--- config.mk ---
export PLATFORM = sky130hd
export DESIGN_NAME = ps2_mouse_packet_cursor_core_flat
export DESIGN_NICKNAME = d
export VERILOG_FILES = /design/src/sv/pmc_pkg.sv /design/src/sv/pmc_if.sv /design/src/sv/pmc_packet_asm.sv /design/src/sv/pmc_cursor.sv /design/src/sv/ps2_mouse_packet_cursor_core.sv /design/src/flat_wrapper.sv
export SDC_FILE = /design/constraint.sdc
export NUM_CORES = 1
export LEC_CHECK = 0
export ABC_CLOCK_PERIOD_IN_PS = 3500
export BUFFER_PORTS_ARGS = -buffer_cell sky130_fd_sc_hd__buf_2
export CELL_PAD_IN_SITES_DETAIL_PLACEMENT = 1
export CELL_PAD_IN_SITES_GLOBAL_PLACEMENT = 1
export CORE_MARGIN = 2
export CORE_UTILIZATION = 30
export CTS_BUF_LIST = sky130_fd_sc_hd__clkbuf_8
export CTS_CLUSTER_DIAMETER = 60
export DETAILED_ROUTE_END_ITERATION = 7
export MAX_ROUTING_LAYER = met4
export PLACE_DENSITY = 0.61
export SETUP_SLACK_MARGIN = 0.5
export SLEW_MARGIN = 5
export SYNTH_ARGS = -nofsm -noshare
export SYNTH_HDL_FRONTEND = slang
export SYNTH_HIERARCHICAL = 1
export SYNTH_SLANG_ARGS = --single-unit
--- constraint.sdc ---
create_clock -name clk_i -period 3.5 [get_ports clk_i]
set_input_delay 0.175 -clock clk_i [delete_from_list [all_inputs] [get_ports clk_i]]
set_output_delay 0.175 -clock clk_i [all_outputs]
set_load 0.1 [all_outputs]
--- src/sv/pmc_pkg.sv ---
// pmc_pkg: shared types and constants of the ps/2 mouse packet cursor block
// no dependencies; compile first

package pmc_pkg;

  // header byte bit positions
  localparam int unsigned HdrOvfYBit  = 7;
  localparam int unsigned HdrOvfXBit  = 6;
  localparam int unsigned HdrSignYBit = 5;
  localparam int unsigned HdrSignXBit = 4;
  localparam int unsigned HdrRightBit = 1;
  localparam int unsigned HdrLeftBit  = 0;

  localparam logic [7:0] ColReset     = 8'd40;
  localparam logic [7:0] RowReset     = 8'd25 - 8'd13;
  localparam logic [7:0] ColumnsReset = 8'd80;
  localparam logic [7:0] RowsReset    = 8'd25;

  // configuration register indexes
  localparam logic [7:0] CfgColumns = 8'd0;
  localparam logic [7:0] CfgRows    = 8'd1;

  // packet byte position
  localparam logic [1:0] IdxHeader = 2'd0;
  localparam logic [1:0] IdxDx     = 2'd1;
  localparam logic [1:0] IdxDy     = 2'd2;

  typedef enum logic [1:0] {
    EvNone  = 2'd0,
    EvStart = 2'd1,
    EvEnd   = 2'd2,
    EvPaste = 2'd3
  } sel_ev_e;

  // one assembled packet
  typedef struct packed {
    logic [7:0] header;
    logic [7:0] dx;
    logic [7:0] dy;
  } pkt_t;

  // cursor unit result
  typedef struct packed {
    logic [7:0] col;
    logic [7:0] row;
    sel_ev_e    ev;
  } res_t;

  // screen limits
  typedef struct packed {
    logic [7:0] columns;
    logic [7:0] rows;
  } limits_t;

endpackage

--- src/sv/pmc_if.sv ---
// pmc_if: valid/ready channel interfaces for input bytes, results and config writes
// depends on nothing; compile after pmc_pkg

interface pmc_in_if;
  logic       valid;
  logic       ready;
  logic [7:0] data_byte;
  logic       from_aux;
  modport source (output valid, output data_byte, output from_aux, input ready);
  modport sink   (input valid, input data_byte, input from_aux, output ready);
endinterface

interface pmc_out_if;
  logic       valid;
  logic       ready;
  logic [7:0] cursor_col;
  logic [7:0] cursor_row;
  logic [1:0] select_event;
  modport source (output valid, output cursor_col, output cursor_row,
                  output select_event, input ready);
  modport sink   (input valid, input cursor_col, input cursor_row,
                  input select_event, output ready);
endinterface

interface pmc_cfg_if;
  logic       valid;
  logic       ready;
  logic [7:0] index;
  logic [7:0] data;
  modport source (output valid, output index, output data, input ready);
  modport sink   (input valid, input index, input data, output ready);
endinterface

--- src/sv/pmc_packet_asm.sv ---
// pmc_packet_asm: gathers auxiliary bytes into three-byte packets
// depends on pmc_pkg

module pmc_packet_asm (
  input  logic          clk_i,
  input  logic          rst_ni,
  input  logic          take_i,
  input  logic [7:0]    byte_i,
  input  logic          aux_i,
  output logic          done_o,
  output pmc_pkg::pkt_t pkt_o
);
  import pmc_pkg::*;

  logic [1:0] idx_q, idx_d;
  logic [7:0] hdr_q, hdr_d;
  logic [7:0] dx_q, dx_d;
  logic       use_byte;

  assign use_byte = take_i && aux_i;

  always_comb begin
    idx_d  = idx_q;
    hdr_d  = hdr_q;
    dx_d   = dx_q;
    done_o = 1'b0;
    if (use_byte) begin
      if (idx_q == IdxHeader) begin
        // overflow header dropped, stay on first byte
        if (!byte_i[HdrOvfYBit] && !byte_i[HdrOvfXBit]) begin
          hdr_d = byte_i;
          idx_d = IdxDx;
        end
      end else if (idx_q == IdxDx) begin
        dx_d  = byte_i;
        idx_d = IdxDy;
      end else begin
        done_o = 1'b1;
        idx_d  = IdxHeader;
      end
    end
  end

  assign pkt_o = '{header: hdr_q, dx: dx_q, dy: byte_i};

  always_ff @(posedge clk_i or negedge rst_ni) begin
    if (!rst_ni) begin
      idx_q <= IdxHeader;
      hdr_q <= 8'd0;
      dx_q  <= 8'd0;
    end else begin
      idx_q <= idx_d;
      hdr_q <= hdr_d;
      dx_q  <= dx_d;
    end
  end

endmodule

--- src/sv/pmc_cursor.sv ---
// pmc_cursor: button machine and bounded cursor move for one packet
// depends on pmc_pkg

module pmc_cursor (
  input  logic             clk_i,
  input  logic             rst_ni,
  input  logic             done_i,
  input  pmc_pkg::pkt_t    pkt_i,
  input  pmc_pkg::limits_t lim_i,
  output pmc_pkg::res_t    res_o
);
  import pmc_pkg::*;

  logic       left_q, left_d;
  logic       sel_q, sel_d;
  logic       have_q, have_d;
  logic [7:0] col_q, col_d;
  logic [7:0] row_q, row_d;
  sel_ev_e    ev;

  logic signed [9:0] dx9, dy9, col_nx, row_nx;
  logic              col_ok, row_ok;

  // button machine
  always_comb begin
    left_d = left_q;
    sel_d  = sel_q;
    have_d = have_q;
    ev     = EvNone;
    if (pkt_i.header[HdrLeftBit]) begin
      if (!left_q) begin
        left_d = 1'b1;
      end else if (!sel_q) begin
        sel_d = 1'b1;
        ev    = EvStart;
      end
    end else if (pkt_i.header[HdrRightBit]) begin
      if (have_q) ev = EvPaste;
    end else begin
      left_d = 1'b0;
      if (sel_q) begin
        sel_d  = 1'b0;
        have_d = 1'b1;
        ev     = EvEnd;
      end
    end
  end

  // 9-bit deltas, positive y moves up
  assign dx9    = {pkt_i.header[HdrSignXBit], pkt_i.header[HdrSignXBit], pkt_i.dx};
  assign dy9    = {pkt_i.header[HdrSignYBit], pkt_i.header[HdrSignYBit], pkt_i.dy};
  assign col_nx = $signed({2'b00, col_q}) + dx9;
  assign row_nx = $signed({2'b00, row_q}) - dy9;
  assign col_ok = !col_nx[9] && (col_nx[8:0] < {1'b0, lim_i.columns});
  assign row_ok = !row_nx[9] && (row_nx[8:0] < {1'b0, lim_i.rows});
  assign col_d  = col_ok ? col_nx[7:0] : col_q;
  assign row_d  = row_ok ? row_nx[7:0] : row_q;

  assign res_o = '{col: col_d, row: row_d, ev: ev};

  always_ff @(posedge clk_i or negedge rst_ni) begin
    if (!rst_ni) begin
      left_q <= 1'b0;
      sel_q  <= 1'b0;
      have_q <= 1'b0;
      col_q  <= ColReset;
      row_q  <= RowReset;
    end else if (done_i) begin
      left_q <= left_d;
      sel_q  <= sel_d;
      have_q <= have_d;
      col_q  <= col_d;
      row_q  <= row_d;
    end
  end

`ifndef SYNTH
  a_have_sticky: assert property (@(posedge clk_i) disable iff (!rst_ni)
    have_q |=> have_q) else $error("selection flag cleared");
  a_sel_needs_left: assert property (@(posedge clk_i) disable iff (!rst_ni)
    sel_q |-> left_q) else $error("selecting without left held");
  a_paste_needs_sel: assert property (@(posedge clk_i) disable iff (!rst_ni)
    (done_i && ev == EvPaste) |-> have_q) else $error("paste without selection");
`endif

endmodule

--- src/sv/ps2_mouse_packet_cursor_core.sv ---
// ps2_mouse_packet_cursor_core: top level, input stage, config and result register
// depends on pmc_pkg, pmc_if, pmc_packet_asm, pmc_cursor
//
//  channel | dir | payload                                  | word
//  in_i    | in  | data_byte[7:0], from_aux                 | one controller byte
//  out_o   | out | cursor_col[7:0], cursor_row[7:0], sel[1:0] | one per full packet
//  cfg_i   | in  | index[7:0], data[7:0]                    | one register write
//
// one byte is accepted per cycle while the result is not stalled; a result is offered
// once the packet's third byte has passed the input register, then the result register
// reset: columns 80, rows 25, cursor at 40,12, assembly at the first byte
// a stalled result holds the input stage, and that stage holds in_i.ready
// config writes are always ready and take effect at once

module ps2_mouse_packet_cursor_core (
  input  logic clk_i,
  input  logic rst_ni,
  pmc_in_if.sink    in_i,
  pmc_out_if.source out_o,
  pmc_cfg_if.sink   cfg_i
);
  import pmc_pkg::*;

  // screen limits
  limits_t    lim_q;

  // input register
  logic       s1_vld_q;
  logic [7:0] s1_byte_q;
  logic       s1_aux_q;
  logic       s1_adv;

  // result register
  logic       out_vld_q, out_vld_d;
  res_t       out_q;

  logic       pkt_done;
  pkt_t       pkt;
  res_t       res;

  assign cfg_i.ready = 1'b1;

  always_ff @(posedge clk_i or negedge rst_ni) begin
    if (!rst_ni) begin
      lim_q <= '{columns: ColumnsReset, rows: RowsReset};
    end else if (cfg_i.valid) begin
      if (cfg_i.index == CfgColumns) lim_q.columns <= cfg_i.data;
      if (cfg_i.index == CfgRows)    lim_q.rows    <= cfg_i.data;
    end
  end

  // input stage moves on whenever the result slot is free or being emptied
  assign s1_adv     = s1_vld_q && (!out_vld_q || out_o.ready);
  assign in_i.ready = !s1_vld_q || s1_adv;

  always_ff @(posedge clk_i or negedge rst_ni) begin
    if (!rst_ni) begin
      s1_vld_q <= 1'b0;
    end else if (in_i.ready) begin
      s1_vld_q <= in_i.valid;
    end
  end

  always_ff @(posedge clk_i) begin
    if (in_i.valid && in_i.ready) begin
      s1_byte_q <= in_i.data_byte;
      s1_aux_q  <= in_i.from_aux;
    end
  end

  pmc_packet_asm u_asm (
    .clk_i  (clk_i),
    .rst_ni (rst_ni),
    .take_i (s1_adv),
    .byte_i (s1_byte_q),
    .aux_i  (s1_aux_q),
    .done_o (pkt_done),
    .pkt_o  (pkt)
  );

  pmc_cursor u_cursor (
    .clk_i  (clk_i),
    .rst_ni (rst_ni),
    .done_i (pkt_done),
    .pkt_i  (pkt),
    .lim_i  (lim_q),
    .res_o  (res)
  );

  always_comb begin
    out_vld_d = out_vld_q;
    if (pkt_done)         out_vld_d = 1'b1;
    else if (out_o.ready) out_vld_d = 1'b0;
  end

  always_ff @(posedge clk_i or negedge rst_ni) begin
    if (!rst_ni) begin
      out_vld_q <= 1'b0;
    end else begin
      out_vld_q <= out_vld_d;
    end
  end

  always_ff @(posedge clk_i) begin
    if (pkt_done) out_q <= res;
  end

  assign out_o.valid        = out_vld_q;
  assign out_o.cursor_col   = out_q.col;
  assign out_o.cursor_row   = out_q.row;
  assign out_o.select_event = out_q.ev;

endmodule

--- src/flat_wrapper.sv ---
// flat-port wrapper written by rule: the top's interface ports become plain ports
module ps2_mouse_packet_cursor_core_flat import pmc_pkg::*;
  (clk_i, rst_ni, in_i_valid, in_i_data_byte, in_i_from_aux, in_i_ready, out_o_valid, out_o_cursor_col, out_o_cursor_row, out_o_select_event, out_o_ready, cfg_i_valid, cfg_i_index, cfg_i_data, cfg_i_ready);
  pmc_in_if in_i_i ();
  pmc_out_if out_o_i ();
  pmc_cfg_if cfg_i_i ();
  input  logic clk_i;
  input  logic rst_ni;
  input wire logic [$bits(in_i_i.valid)-1:0] in_i_valid;
  input wire logic [$bits(in_i_i.data_byte)-1:0] in_i_data_byte;
  input wire logic [$bits(in_i_i.from_aux)-1:0] in_i_from_aux;
  output wire logic [$bits(in_i_i.ready)-1:0] in_i_ready;
  output wire logic [$bits(out_o_i.valid)-1:0] out_o_valid;
  output wire logic [$bits(out_o_i.cursor_col)-1:0] out_o_cursor_col;
  output wire logic [$bits(out_o_i.cursor_row)-1:0] out_o_cursor_row;
  output wire logic [$bits(out_o_i.select_event)-1:0] out_o_select_event;
  input wire logic [$bits(out_o_i.ready)-1:0] out_o_ready;
  input wire logic [$bits(cfg_i_i.valid)-1:0] cfg_i_valid;
  input wire logic [$bits(cfg_i_i.index)-1:0] cfg_i_index;
  input wire logic [$bits(cfg_i_i.data)-1:0] cfg_i_data;
  output wire logic [$bits(cfg_i_i.ready)-1:0] cfg_i_ready;
  assign in_i_i.valid = in_i_valid;
  assign in_i_i.data_byte = in_i_data_byte;
  assign in_i_i.from_aux = in_i_from_aux;
  assign in_i_ready = in_i_i.ready;
  assign out_o_valid = out_o_i.valid;
  assign out_o_cursor_col = out_o_i.cursor_col;
  assign out_o_cursor_row = out_o_i.cursor_row;
  assign out_o_select_event = out_o_i.select_event;
  assign out_o_i.ready = out_o_ready;
  assign cfg_i_i.valid = cfg_i_valid;
  assign cfg_i_i.index = cfg_i_index;
  assign cfg_i_i.data = cfg_i_data;
  assign cfg_i_ready = cfg_i_i.ready;
  ps2_mouse_packet_cursor_core u_core (.clk_i(clk_i), .rst_ni(rst_ni), .in_i(in_i_i), .out_o(out_o_i), .cfg_i(cfg_i_i));
endmodule
==> results of run 1 <==
==> layout by cell type (no fill, tap or decap), types with 3 or more instances in the layout <==
cell            n
and2_1          3
nand2_1        14
a21oi_4         4
ha_2            3
inv_1          32
a21oi_1        13
xnor2_2         5
buf_6           3
dfstp_2         9
o211ai_1        4
mux2_2         21
buf_4          24
o21ai_1         5
buf_12          3
ha_1           18
edfxtp_1       27
ha_4            9
nor2_1          6
mux2_4         34
clkbuf_8       10
xnor2_1         3
nand2b_1        7
nand3_1         4
buf_2          49
dfrtp_1        42
mux2i_1         4
dlygate4sd3_1  11
==> per-layer routing <==
| metal | vias up | wire length (µm) | track usage [%] |
|---|---|---|---|
| met5 | - | 0 | - |
| met4 | 0 | 150 | 5.75 |
| met3 | 10 | 527 | 4.04 |
| met2 | 58 | 5200 | 24.7 |
| met1 | 1443 | 4850 | 19.5 |
| li1 | 1350 | - | - |
==> area by class of cell <==
class / count / area, µm²
fillers: 1438 / 8260
multi-input cells: 209 / 2340
flip-flops and latches: 78 / 2100
repair buffers: 90 / 629
well taps: 180 / 225
clock buffers: 10 / 138
inverters: 29 / 109
clock inverters: 6 / 25.0
diodes: 1 / 2.50
==> worst max path at each step <==
stage	start	end	slack [ps]	depth (start not counted)
finish	u_core/s1_byte_q[1]$_DFFE_PP_	u_core/out_o.cursor_row[2]$_DFFE_PP_	280	15
global route	u_core/s1_byte_q[1]$_DFFE_PP_	u_core/out_o.cursor_row[2]$_DFFE_PP_	150	12
CTS	u_core/u_cursor/col_q[1]$_DFFE_PN0P_	u_core/out_o.cursor_col[5]$_DFFE_PP_	320	11
detailed placement	u_core/s1_byte_q[1]$_DFFE_PP_	u_core/u_cursor/row_q[7]$_DFFE_PN0P_	-170	12
global placement	u_core/s1_byte_q[1]$_DFFE_PP_	u_core/out_o.cursor_row[4]$_DFFE_PP_	-130	13
floorplan	u_core/u_cursor/row_q[2]$_DFFE_PN1P_	u_core/out_o.cursor_row[2]$_DFFE_PP_	230	11
==> per-stage QoR <==
step / setup WS (ps) / hold WS [ps]
floorplan: 228 / -121
global placement: -126 / 295
detailed placement: -166 / 316
CTS: 315 / 40.2
global route: 145 / 47.0
finish: 275 / 66.9
==> sequential cells by signal, indices dropped and copies added, names as in the netlist, 2 cells and up <==
register / count
u_core/s1_byte_q: 8
u_core/u_asm/dx_q: 8
u_core/out_o.select_event: 2
u_core/out_o.cursor_col: 8
u_core/u_cursor/row_q: 8
u_core/out_o.cursor_row: 8
u_core/u_asm/idx_q: 2
u_core/u_cursor/col_q: 8
u_core/u_asm/hdr_q: 4
u_core/lim_q: 16
==> power breakdown <==
part | internal, µW | total (µW) | switching, µW
Clock | 264 | 583 | 319
Sequential | 1230 | 1410 | 180
Combinational | 1730 | 3310 | 1580
Total | 3220 | 5290 | 2080
==> what timing repair did <==
action                                  4_1_cts  5_1_grt
hold buffers                                 11        0
setup buffers                                18        5
pin swaps                                    25       11
resized for setup                            37       16
endpoints found under the setup margin       32       32
endpoints found under the hold margin        34        0
==> summary.md, run 1 <==
| Metric | Value |
|---|---|
| Hold Startpoint | `cfg_i_data[2]` |
| Starting density of the core | `30.6%` |
| Max Cap Viol | `0` |
| Final wirelength | `10.7 mm` |
| GRT Overall Usage | `approximately 16%` |
| IO Pins | `slightly above 50` |
| CP top delay family | `simple AND/OR/NAND/NOR gates` |
| Crit path DAT | `between 3000 and 4000 ps` |
| H-tree Lvls | `3` |
| FP Rows | `43` |
| Post-Syn Area per Cell | `about 13 µm²` |
| Reg2reg end | `u_core/out_o.cursor_row[2]$_DFFE_PP_` |
| Clk Latency, worst-skew pair | `about 370 ps` |
| Pins Over Slew Limit | `0` |
| DR vias | `between 2000 and 3000` |
| Critical path required time | `roughly 3600 ps` |
| CP max-delay cell | `edfxtp_1` |
| Vias per cell | `4.74` |
| Worst-path maximum fanout | `7` |
| # clock sinks | `78` |
| Startpoint types | `register` |
| Lkg Pwr | `approximately 0.0025 µW` |
| Core area | `roughly 0.014 mm²` |
| Port Buf Inserts | `between 40 and 50` |
| Grt ovf | `0` |
| Fmax | `just over 300 MHz` |
| Final Util | `40.2%` |
| Fin crit share | `between 90% and 100%` |
| Clock root buffer | `clkbuf_8` |
| DP Wirelength | `between 7 and 8 mm` |
| Endpoints failing hold | `0` |
| # placed instances | `around 550` |
| Hold path endpoint | `u_core/lim_q[10]$_DFFE_PN0P_` |
| Pwr Density | `around 950 mW/mm²` |
| Fin crit period | `between 3000 and 4000 ps` |
| Share of cells above drive strength 1 | `48.1%` |
| Area grow syn2layout | `31.6%` |
| Mapped Cells | `328` |
| Clock skew | `~11 ps` |
| Status | `complete, no violations` |
| Net Count, Synth | `390` |
| Placed Area | `0.00481 mm²` |
| WS Path Type | `reg2reg` |
| Largest net degree at the start of global routing | `32` |
| DR iter-0 viols | `87` |
| Antenna violations before repair | `1` |
| Crit path cell chain | `inv_1, ha_4, nor2_1, a21oi_4, o21a_1, nor2_2, xnor2_2, ha_1, buf_4, nand3_1, a21oi_1, nand3b_1, a22oi_2, buf_12, mux2_4` |
| Worst setup EP type | `register` |
| TritonCTS clock tree | `yes` |
| Drt first pass iters | `6` |
| Reg2Reg Depth | `15` |
| Post-route cell area | `between 0.005 and 0.006 mm²` |
| Routability congestion estimate from global placement | `roughly 0.78` |
| Crit path buffers/inverters | `3` |
| First-pass GRT wire length | `about 17 mm` |
| Crit path largest cell delay | `around 440 ps` |
| Worst ir drop on vdd | `between 300 and 400 µV` |
| WL/cell | `around 18 µm` |
| Die area | `between 0.015 and 0.02 mm²` |
| Die span in y | `roughly 120 µm` |
| Setup TNS | `0 ps` |
| Ys Warns | `6` |
| R2r setup slk | `between 200 and 300 ps` |
| Post-layout nets | `between 400 and 500` |
| Relative slew slack | `48.1%` |
| Worst Hold Class | `in2reg` |
| Die width | `123 µm` |
| Cell depth of the worst min-delay path | `2` |
| TritonCTS Buffers | `9` |
| Total power | `around 5300 µW` |
| Setup-failing EPs final | `0` |
| Slew @ Worst Pin | `slightly below 800 ps` |
| DR DRC count | `0` |
| Antenna Nets Post-Route | `0` |
| Clock Tree Buf Depth | `2` |
| Unrepaired setup endpoints after global routing | `true` |
| Worst r2r src | `u_core/s1_byte_q[1]$_DFFE_PP_` |
| Finished Layout Cells | `around 600` |
| Clk slew on worst S/H paths | `approximately 70 ps` |
| Area of the mapped netlist | `about 0.0042 mm²` |
| Vias in the first global route | `about 3200` |
Note: power is estimated with default switching activity, not from simulation.
==> run 2: changes to the inputs <==
--- a/config.mk
+++ b/config.mk
@@ -16,7 +16,7 @@
 export DETAILED_ROUTE_END_ITERATION = 7
 export MAX_ROUTING_LAYER = met4
 export PLACE_DENSITY = 0.61
-export SETUP_SLACK_MARGIN = 0.5
+export SETUP_SLACK_MARGIN = 0.02
 export SLEW_MARGIN = 5
 export SYNTH_ARGS = -nofsm -noshare
 export SYNTH_HDL_FRONTEND = slang
==> run 2 against run 1 <==
  * The flow now finishes with violations (negative hold slack)
  * Worst hold slack got worse by 81 ps
  * Clock-buffer cell count unchanged
  * Worst setup slack got worse by 120 ps
  * Clock skew about the same
  * Sequential power about the same
  * Via count decreased by 2.6%
  * Critical path type unchanged
  * Clock power increased by 45%
  * Routed wire length decreased by 5.3%
  * Sequential cell count unchanged
==> summary.md, run 2 (synthesis gave the netlist of run 1 again) <==
| Metric | Value |
|---|---|
| Status | `complete, but fails checks` |
| Violated checks | `negative hold slack` |
| R2r setup slk | `160 ps (-120 ps)` |
| Fin crit period | `3340 ps (+116 ps)` |
| Post-layout nets | `466 (-2.7%)` |
| GRT Overall Usage | `14.7% (-1.0 points)` |
| WL/cell | `17.2 µm (-3.1%)` |
| Area grow syn2layout | `24.8%` |
| Clk Latency, worst-skew pair | `370 ps (about the same)` |
| H-tree Lvls | `3 (unchanged)` |
| WS Path Type | `reg2reg` |
| Clock root buffer | `clkbuf_8` |
| Most frequent cells in the layout | `buf_2, mux2_2, dfrtp_1` |
| Crit path DAT | `3460 ps (+120 ps)` |
| Drt first pass iters | `4 (-2)` |
| TritonCTS clock tree | `yes` |
| Worst ir drop on vdd | `228 µV (-31%)` |
| Biggest register | `u_core/lim_q` |
| Antenna violations before repair | `0 (-1)` |
| Pwr Density | `942 mW/mm² (-0.99%)` |
| Clock power share | `17.0% (+6.0 points)` |
| Fin crit share | `95.4% (+3.3 points)` |
| Setup-failing EPs final | `0 (unchanged)` |
| DR DRC count | `0 (unchanged)` |
| Logic pwr share | `55.1% (-7.3 points)` |
| Worst setup EP type | `register` |
| Place WS | `-170 ps (-3.80 ps)` |
| Pins Over Slew Limit | `0 (unchanged)` |
| FP Rows | `43 (unchanged)` |
| Sw Ratio | `38.7% (-0.51 points)` |
| Final wirelength | `10.2 mm (-5.3%)` |
| Routability congestion estimate from global placement | `0.799 (+2.1%)` |
| Clk slew on worst S/H paths | `90 ps (+20 ps)` |
| Int Power | `3040 µW (-5.3%)` |
| Die width | `123 µm (unchanged)` |
| Clock Tree Buf Depth | `2 (unchanged)` |
| N_diodes | `0 (-1)` |
| Endpoints failing hold | `13 (+13)` |
| FILL cells | `1448 (+0.70%)` |
| Worst-path maximum fanout | `5 (-2)` |
| Starting density of the core | `30.6% (unchanged)` |
| Share of cells above drive strength 1 | `44.0% (-4.1 points)` |
| Commonest non-fill, non-tap cell in the layout | `buf_2` |
| Startpoint types | `register` |
| Post-route cell area | `0.00528 mm² (-5.2%)` |
| Worst hold slack | `-14.0 ps (-80.8 ps)` |
| Vias per cell | `4.73 (-0.31%)` |
| TritonCTS Buffers | `9 (unchanged)` |
| Grt ovf | `0 (unchanged)` |
| Clock skew | `10.7 ps (+0.155 ps)` |
| Psw | `1920 µW (-7.4%)` |
| Relative slew slack | `30.1% (-18 points)` |
| Finished Layout Cells | `589 (-2.3%)` |
| Largest net degree at the start of global routing | `44 (+38%)` |
| Port Buf Inserts | `49 (unchanged)` |
| # clock sinks | `78 (unchanged)` |
| DR iter-0 viols | `84 (-3.4%)` |
| Placed Area | `0.00470 mm² (-2.4%)` |
| DP Wirelength | `7.38 mm (-1.9%)` |
| Max FFs per register | `16 (unchanged)` |
| Die area | `0.0151 mm² (unchanged)` |
| # placed instances | `556 (+0.72%)` |
| Slew @ Worst Pin | `1050 ps (+269 ps)` |
| Critical path required time | `3620 ps (about the same)` |
| Lkg Pwr | `0.00236 µW (-4.4%)` |
| IO Pins | `51 (unchanged)` |
| Fmax | `299 MHz (-3.5%)` |
| DR vias | `2786 (-2.6%)` |
| Max Cap Viol | `0 (unchanged)` |
| Vias in the first global route | `3036 (-4.0%)` |
| Unrepaired setup endpoints after global routing | `false` |
| Antenna Nets Post-Route | `0 (unchanged)` |
| Core area | `0.0138 mm² (unchanged)` |
| Die span in y | `123 µm (unchanged)` |
| Worst Hold Class | `in2async` |
| First-pass GRT wire length | `15.8 mm (-6.4%)` |
| Worst setup margin | `160 ps (-116 ps)` |
| Seq pwr share | `27.9% (+1.3 points)` |
## run 2: changes by cell type in the layout (fill, tap and decap cells not counted), moves of 3 or more
cell,change
mux2_2,+22
o21ai_0,+3
ha_4,-8
a21oi_4,-4
mux2_4,-22
buf_4,-8
bufinv_16,+3
a21oi_2,+4
o21ai_1,-3
ha_1,+8
## run 2: final timing paths
path,start,to,cells past startpoint
max,u_core/u_cursor/row_q[2]$_DFFE_PN1P_,u_core/out_o.cursor_row[7]$_DFFE_PP_,12
min,rst_ni,u_core/lim_q[13]$_DFFE_PN0P_,1
max reg2reg,u_core/u_cursor/row_q[2]$_DFFE_PN1P_,u_core/out_o.cursor_row[7]$_DFFE_PP_,12
min reg2reg,u_core/u_cursor/have_q$_DFFE_PN0P_,u_core/u_cursor/have_q$_DFFE_PN0P_,2
max in group asynchronous,rst_ni,u_core/lim_q[3]$_DFFE_PN1P_,2
min in group clk_i,cfg_i_data[3],u_core/lim_q[3]$_DFFE_PN1P_,2
## run 2: power by group through the flow
stage	Sequential [µW]	Clock, µW	Combinational [µW]
2_1_floorplan	1440	0	1520
3_3_place_gp	1400	0	2140
3_5_place_dp	1410	0	2230
4_1_cts	1390	876	2370
5_1_grt	1420	904	3020
6_report	1390	843	2740
## run 2: critical path, stage by stage, from the launching register on
cell	delay (ps)
dfstp_2	560
ha_2	300
o21ai_2	150
a21oi_2	60
o21a_1	200
nor2_4	160
xnor2_4	170
ha_4	260
a2111oi_4	330
nand3b_1	160
a22oi_2	250
buf_6	150
mux2_2	330
## run 2: metrics by stage
step                utilization, %  setup TNS (ps)  total power (µW)
floorplan                        -               0              2960
global placement              34.0           -1190              3540
detailed placement            34.0           -2660              3640
CTS                           36.8               0              4640
global route                  38.2               0              5340
finish                        38.2               0              4970
## run 2: repair_timing
action	in CTS	in global routing
pin swaps	2	11
hold buffers	10	0
resized for setup	10	23
gates cloned	0	0
setup endpoints to repair	31	30
buffers inserted	1	6
endpoints found under the hold margin	10	0
## run 2: layout make-up
type / count / area (µm²) / share of cell area, %
multi-input cells: 209 / 2100 / 39.8
clock buffers: 10 / 138 / 2.61
flip-flops and latches: 78 / 2100 / 39.8
well taps: 180 / 225 / 4.27
repair buffers: 77 / 497 / 9.42
clock inverters: 6 / 110 / 2.09
inverters: 29 / 109 / 2.06
## run 2: routing by layer
metal  wire length (µm)  vias up  global-route usage [%]
li1                   -     1328                       -
met1               4620     1404                    18.2
met2               4960       44                    22.8
met3                388       10                    3.67
met4                192        0                    6.11
met5                  0        -                       -
==> run 3: changes to the inputs <==
--- a/config.mk
+++ b/config.mk
@@ -7,15 +7,13 @@
 export LEC_CHECK = 0
 export ABC_CLOCK_PERIOD_IN_PS = 3500
 export BUFFER_PORTS_ARGS = -buffer_cell sky130_fd_sc_hd__buf_2
-export CELL_PAD_IN_SITES_DETAIL_PLACEMENT = 1
-export CELL_PAD_IN_SITES_GLOBAL_PLACEMENT = 1
 export CORE_MARGIN = 2
 export CORE_UTILIZATION = 30
 export CTS_BUF_LIST = sky130_fd_sc_hd__clkbuf_8
 export CTS_CLUSTER_DIAMETER = 60
 export DETAILED_ROUTE_END_ITERATION = 7
 export MAX_ROUTING_LAYER = met4
-export PLACE_DENSITY = 0.61
+export PLACE_DENSITY = 0.53
 export SETUP_SLACK_MARGIN = 0.02
 export SLEW_MARGIN = 5
 export SYNTH_ARGS = -nofsm -noshare
==> run 3 against run 2 <==
  * The run now ends clean
  * Register-to-register slack worse by 20 ps
  * Clock power decreased by 20%
  * Largest cell class unchanged
  * Utilization decreased by 0.64 points
  * Via count shrank 2.5%
  * Sequential power is essentially flat
  * Critical path depth unchanged
==> summary.md, run 3 (synthesis gave the netlist of run 1 again) <==
| Metric | Value |
|---|---|
| IO Pins | `51 (unchanged)` |
| CP max-delay cell | `dfstp_2` |
| Pwr Density | `891 mW/mm² (-5.5%)` |
| Die width | `123 µm (unchanged)` |
| # clock sinks | `78 (unchanged)` |
| Critical path required time | `3600 ps (-20 ps)` |
| Share of cells above drive strength 1 | `43.2% (-0.81 points)` |
| DR iter-0 viols | `110 (+31%)` |
| DR DRC count | `0 (unchanged)` |
| Worst ir drop on vdd | `345 µV (+51%)` |
| Vias per cell | `4.59 (-3.0%)` |
| Lkg Pwr | `0.00234 µW (-0.74%)` |
| Total power | `4620 µW (-7.1%)` |
| Worst setup path start | `u_core/u_cursor/row_q[2]$_DFFE_PN1P_` |
| Crit path buffers/inverters | `1 (unchanged)` |
| Relative slew slack | `61.7% (+32 points)` |
| Post-route cell area | `0.00519 mm² (-1.7%)` |
| Setup-failing EPs final | `0 (unchanged)` |
| Setup TNS | `0 ps (unchanged)` |
| Port Buf Inserts | `49 (unchanged)` |
| Worst r2r src | `u_core/u_cursor/row_q[2]$_DFFE_PN1P_` |
| Reg2reg end | `u_core/out_o.cursor_row[2]$_DFFE_PP_` |
| Grt ovf | `0 (unchanged)` |
| CP top delay family | `compound AO/OA/AOI/OAI gates` |
| Commonest non-fill, non-tap cell in the layout | `buf_2` |
| Worst setup EP type | `register` |
| WS Path Type | `reg2reg` |
| Cell mode on critical path | `ha_1` |
| Clk Latency, worst-skew pair | `350 ps (-20 ps)` |
| Area grow syn2layout | `22.7%` |
| Crit path cell chain | `ha_1, o21ai_1, a21oi_2, o21a_1, nor2_1, xnor2_2, ha_1, a2111oi_4, nand3b_1, a22oi_2, buf_4, mux2_2` |
| Drt first pass iters | `4 (unchanged)` |
| Biggest register | `u_core/lim_q` |
| Vias in the first global route | `2836 (-6.6%)` |
| Slew @ Worst Pin | `575 ps (-473 ps)` |
| Worst Hold Class | `in2reg` |
| Place WS | `46.6 ps (+216 ps)` |
| First-pass GRT wire length | `14.6 mm (-8.0%)` |
| H-tree Lvls | `3 (unchanged)` |
| Status | `complete, no violations` |
| Fin crit share | `95.9% (+0.43 points)` |
| Worst hold slack | `31.2 ps (+45.2 ps)` |
| FP Rows | `43 (unchanged)` |
| FF/Latch Area | `0.00210 mm² (unchanged)` |
| Routability congestion estimate from global placement | `0.792 (-0.95%)` |
| Worst setup margin | `144 ps (-15.1 ps)` |
| Largest net degree at the start of global routing | `33 (-25%)` |
| Pins Over Slew Limit | `0 (unchanged)` |
| Placed Area | `0.00475 mm² (+1.1%)` |
| Fmax | `298 MHz (-0.45%)` |
| FILL cells | `1361 (-6.0%)` |
| CP endpoint | `u_core/out_o.cursor_row[2]$_DFFE_PP_` |
| Starting density of the core | `30.6% (unchanged)` |
| TritonCTS Buffers | `9 (unchanged)` |
| Critical path depth | `12 (unchanged)` |
| Clock Tree Buf Depth | `2 (unchanged)` |
| N_diodes | `0 (unchanged)` |
| Clk slew on worst S/H paths | `80 ps (about the same)` |
| Unrepaired setup endpoints after global routing | `true` |
| Most frequent cells in the layout | `buf_2, mux2_2, dfrtp_1` |
| Antenna Nets Post-Route | `0 (unchanged)` |
| Clock skew | `9.02 ps (-1.66 ps)` |
| Die span in y | `123 µm (unchanged)` |
| Max FFs per register | `16 (unchanged)` |
| Clock root buffer | `clkbuf_8` |
| Antenna violations before repair | `0 (unchanged)` |
| DP Wirelength | `6.67 mm (-9.7%)` |
| Reg2Reg Depth | `12 (unchanged)` |
| TritonCTS clock tree | `yes` |
| Max Cap Viol | `0 (unchanged)` |
| DR vias | `2715 (-2.5%)` |
| Core area | `0.0138 mm² (unchanged)` |
| R2r setup slk | `140 ps (-20 ps)` |
| GRT Overall Usage | `13.2% (-1.5 points)` |
| Fin crit period | `3360 ps (+15.1 ps)` |
| Worst-path maximum fanout | `3 (-2)` |
| Crit path largest cell delay | `550 ps (about the same)` |
| Startpoint types | `register` |
| Die area | `0.0151 mm² (unchanged)` |
| Final wirelength | `9.01 mm (-11%)` |
| Post-layout nets | `469 (+0.64%)` |
| Crit path DAT | `3450 ps (about the same)` |
| WL/cell | `15.2 µm (-12%)` |
| Multi-input gate area | `0.00204 mm² (-3.0%)` |
| Endpoints failing hold | `0 (-13)` |
[run 3: changes by cell type in the layout (fill, tap and decap cells not counted), sizes merged]
cell	change
bufinv	-2
clkinv	+5
clkinvlp	-1
inv	-1
buf	+3
clkbuf	-1
[run 3: worst min-delay path by stage]
stage / to / start / slack (ps) / cells after the start
floorplan: u_core/lim_q[10]$_DFFE_PN0P_ / rst_ni / -120 / 0
global placement: u_core/lim_q[13]$_DFFE_PN0P_ / rst_ni / 170 / 1
detailed placement: u_core/lim_q[13]$_DFFE_PN0P_ / rst_ni / 170 / 1
CTS: u_core/s1_byte_q[0]$_DFFE_PP_ / in_i_data_byte[0] / 5 / 1
global route: u_core/s1_byte_q[0]$_DFFE_PP_ / in_i_data_byte[0] / 5 / 1
finish: u_core/s1_byte_q[0]$_DFFE_PP_ / in_i_data_byte[0] / 30 / 1
[run 3: layout make-up]
| cell class | count | share of cell area (%) |
|---|---|---|
| Tap cell | 180 | 4.34 |
| Timing Repair Buffer | 80 | 10.0 |
| Multi-Input combinational cell | 209 | 39.3 |
| Clock buffer | 9 | 2.39 |
| Sequential cell | 78 | 40.5 |
| Clock inverter | 7 | 1.45 |
| Inverter | 29 | 2.10 |
[run 3: repair_timing]
action                                 in CTS  in global routing
resized for setup                           1                 23
pin swaps                                   0                  5
buffers inserted                            0                  3
endpoints found under the hold margin      23                  0
hold buffers                               10                  0
setup endpoints to repair                   1                 30
[run 3: layer usage]
| layer | global-route usage [%] | vias up | routed length [µm] |
|---|---|---|---|
| met5 | - | - | 0 |
| met4 | 3.88 | 0 | 144 |
| met3 | 3.25 | 11 | 350 |
| met2 | 20.2 | 49 | 4140 |
| met1 | 17.3 | 1317 | 4370 |
| li1 | - | 1338 | - |
[run 3: worst register-to-register path, cell delays in order (launching register included)]
cell	delay [ps]
dfstp_2	550
ha_1	240
o21ai_1	160
a21oi_2	50
o21a_1	170
nor2_1	150
xnor2_2	170
ha_1	330
a2111oi_4	360
nand3b_1	170
a22oi_2	270
buf_4	170
mux2_2	320
[run 3: where the power goes]
group,total [µW],internal [µW],switching [µW]
Clock,675,332,343
Combinational,2570,1230,1340
Sequential,1370,1230,148
Total,4620,2780,1830
[run 3: stage by stage]
step                cells  utilization (%)
finish                592             37.5
global route          592             37.5
CTS                   589             36.5
detailed placement    563             34.4
global placement      563             34.4
floorplan             328                -
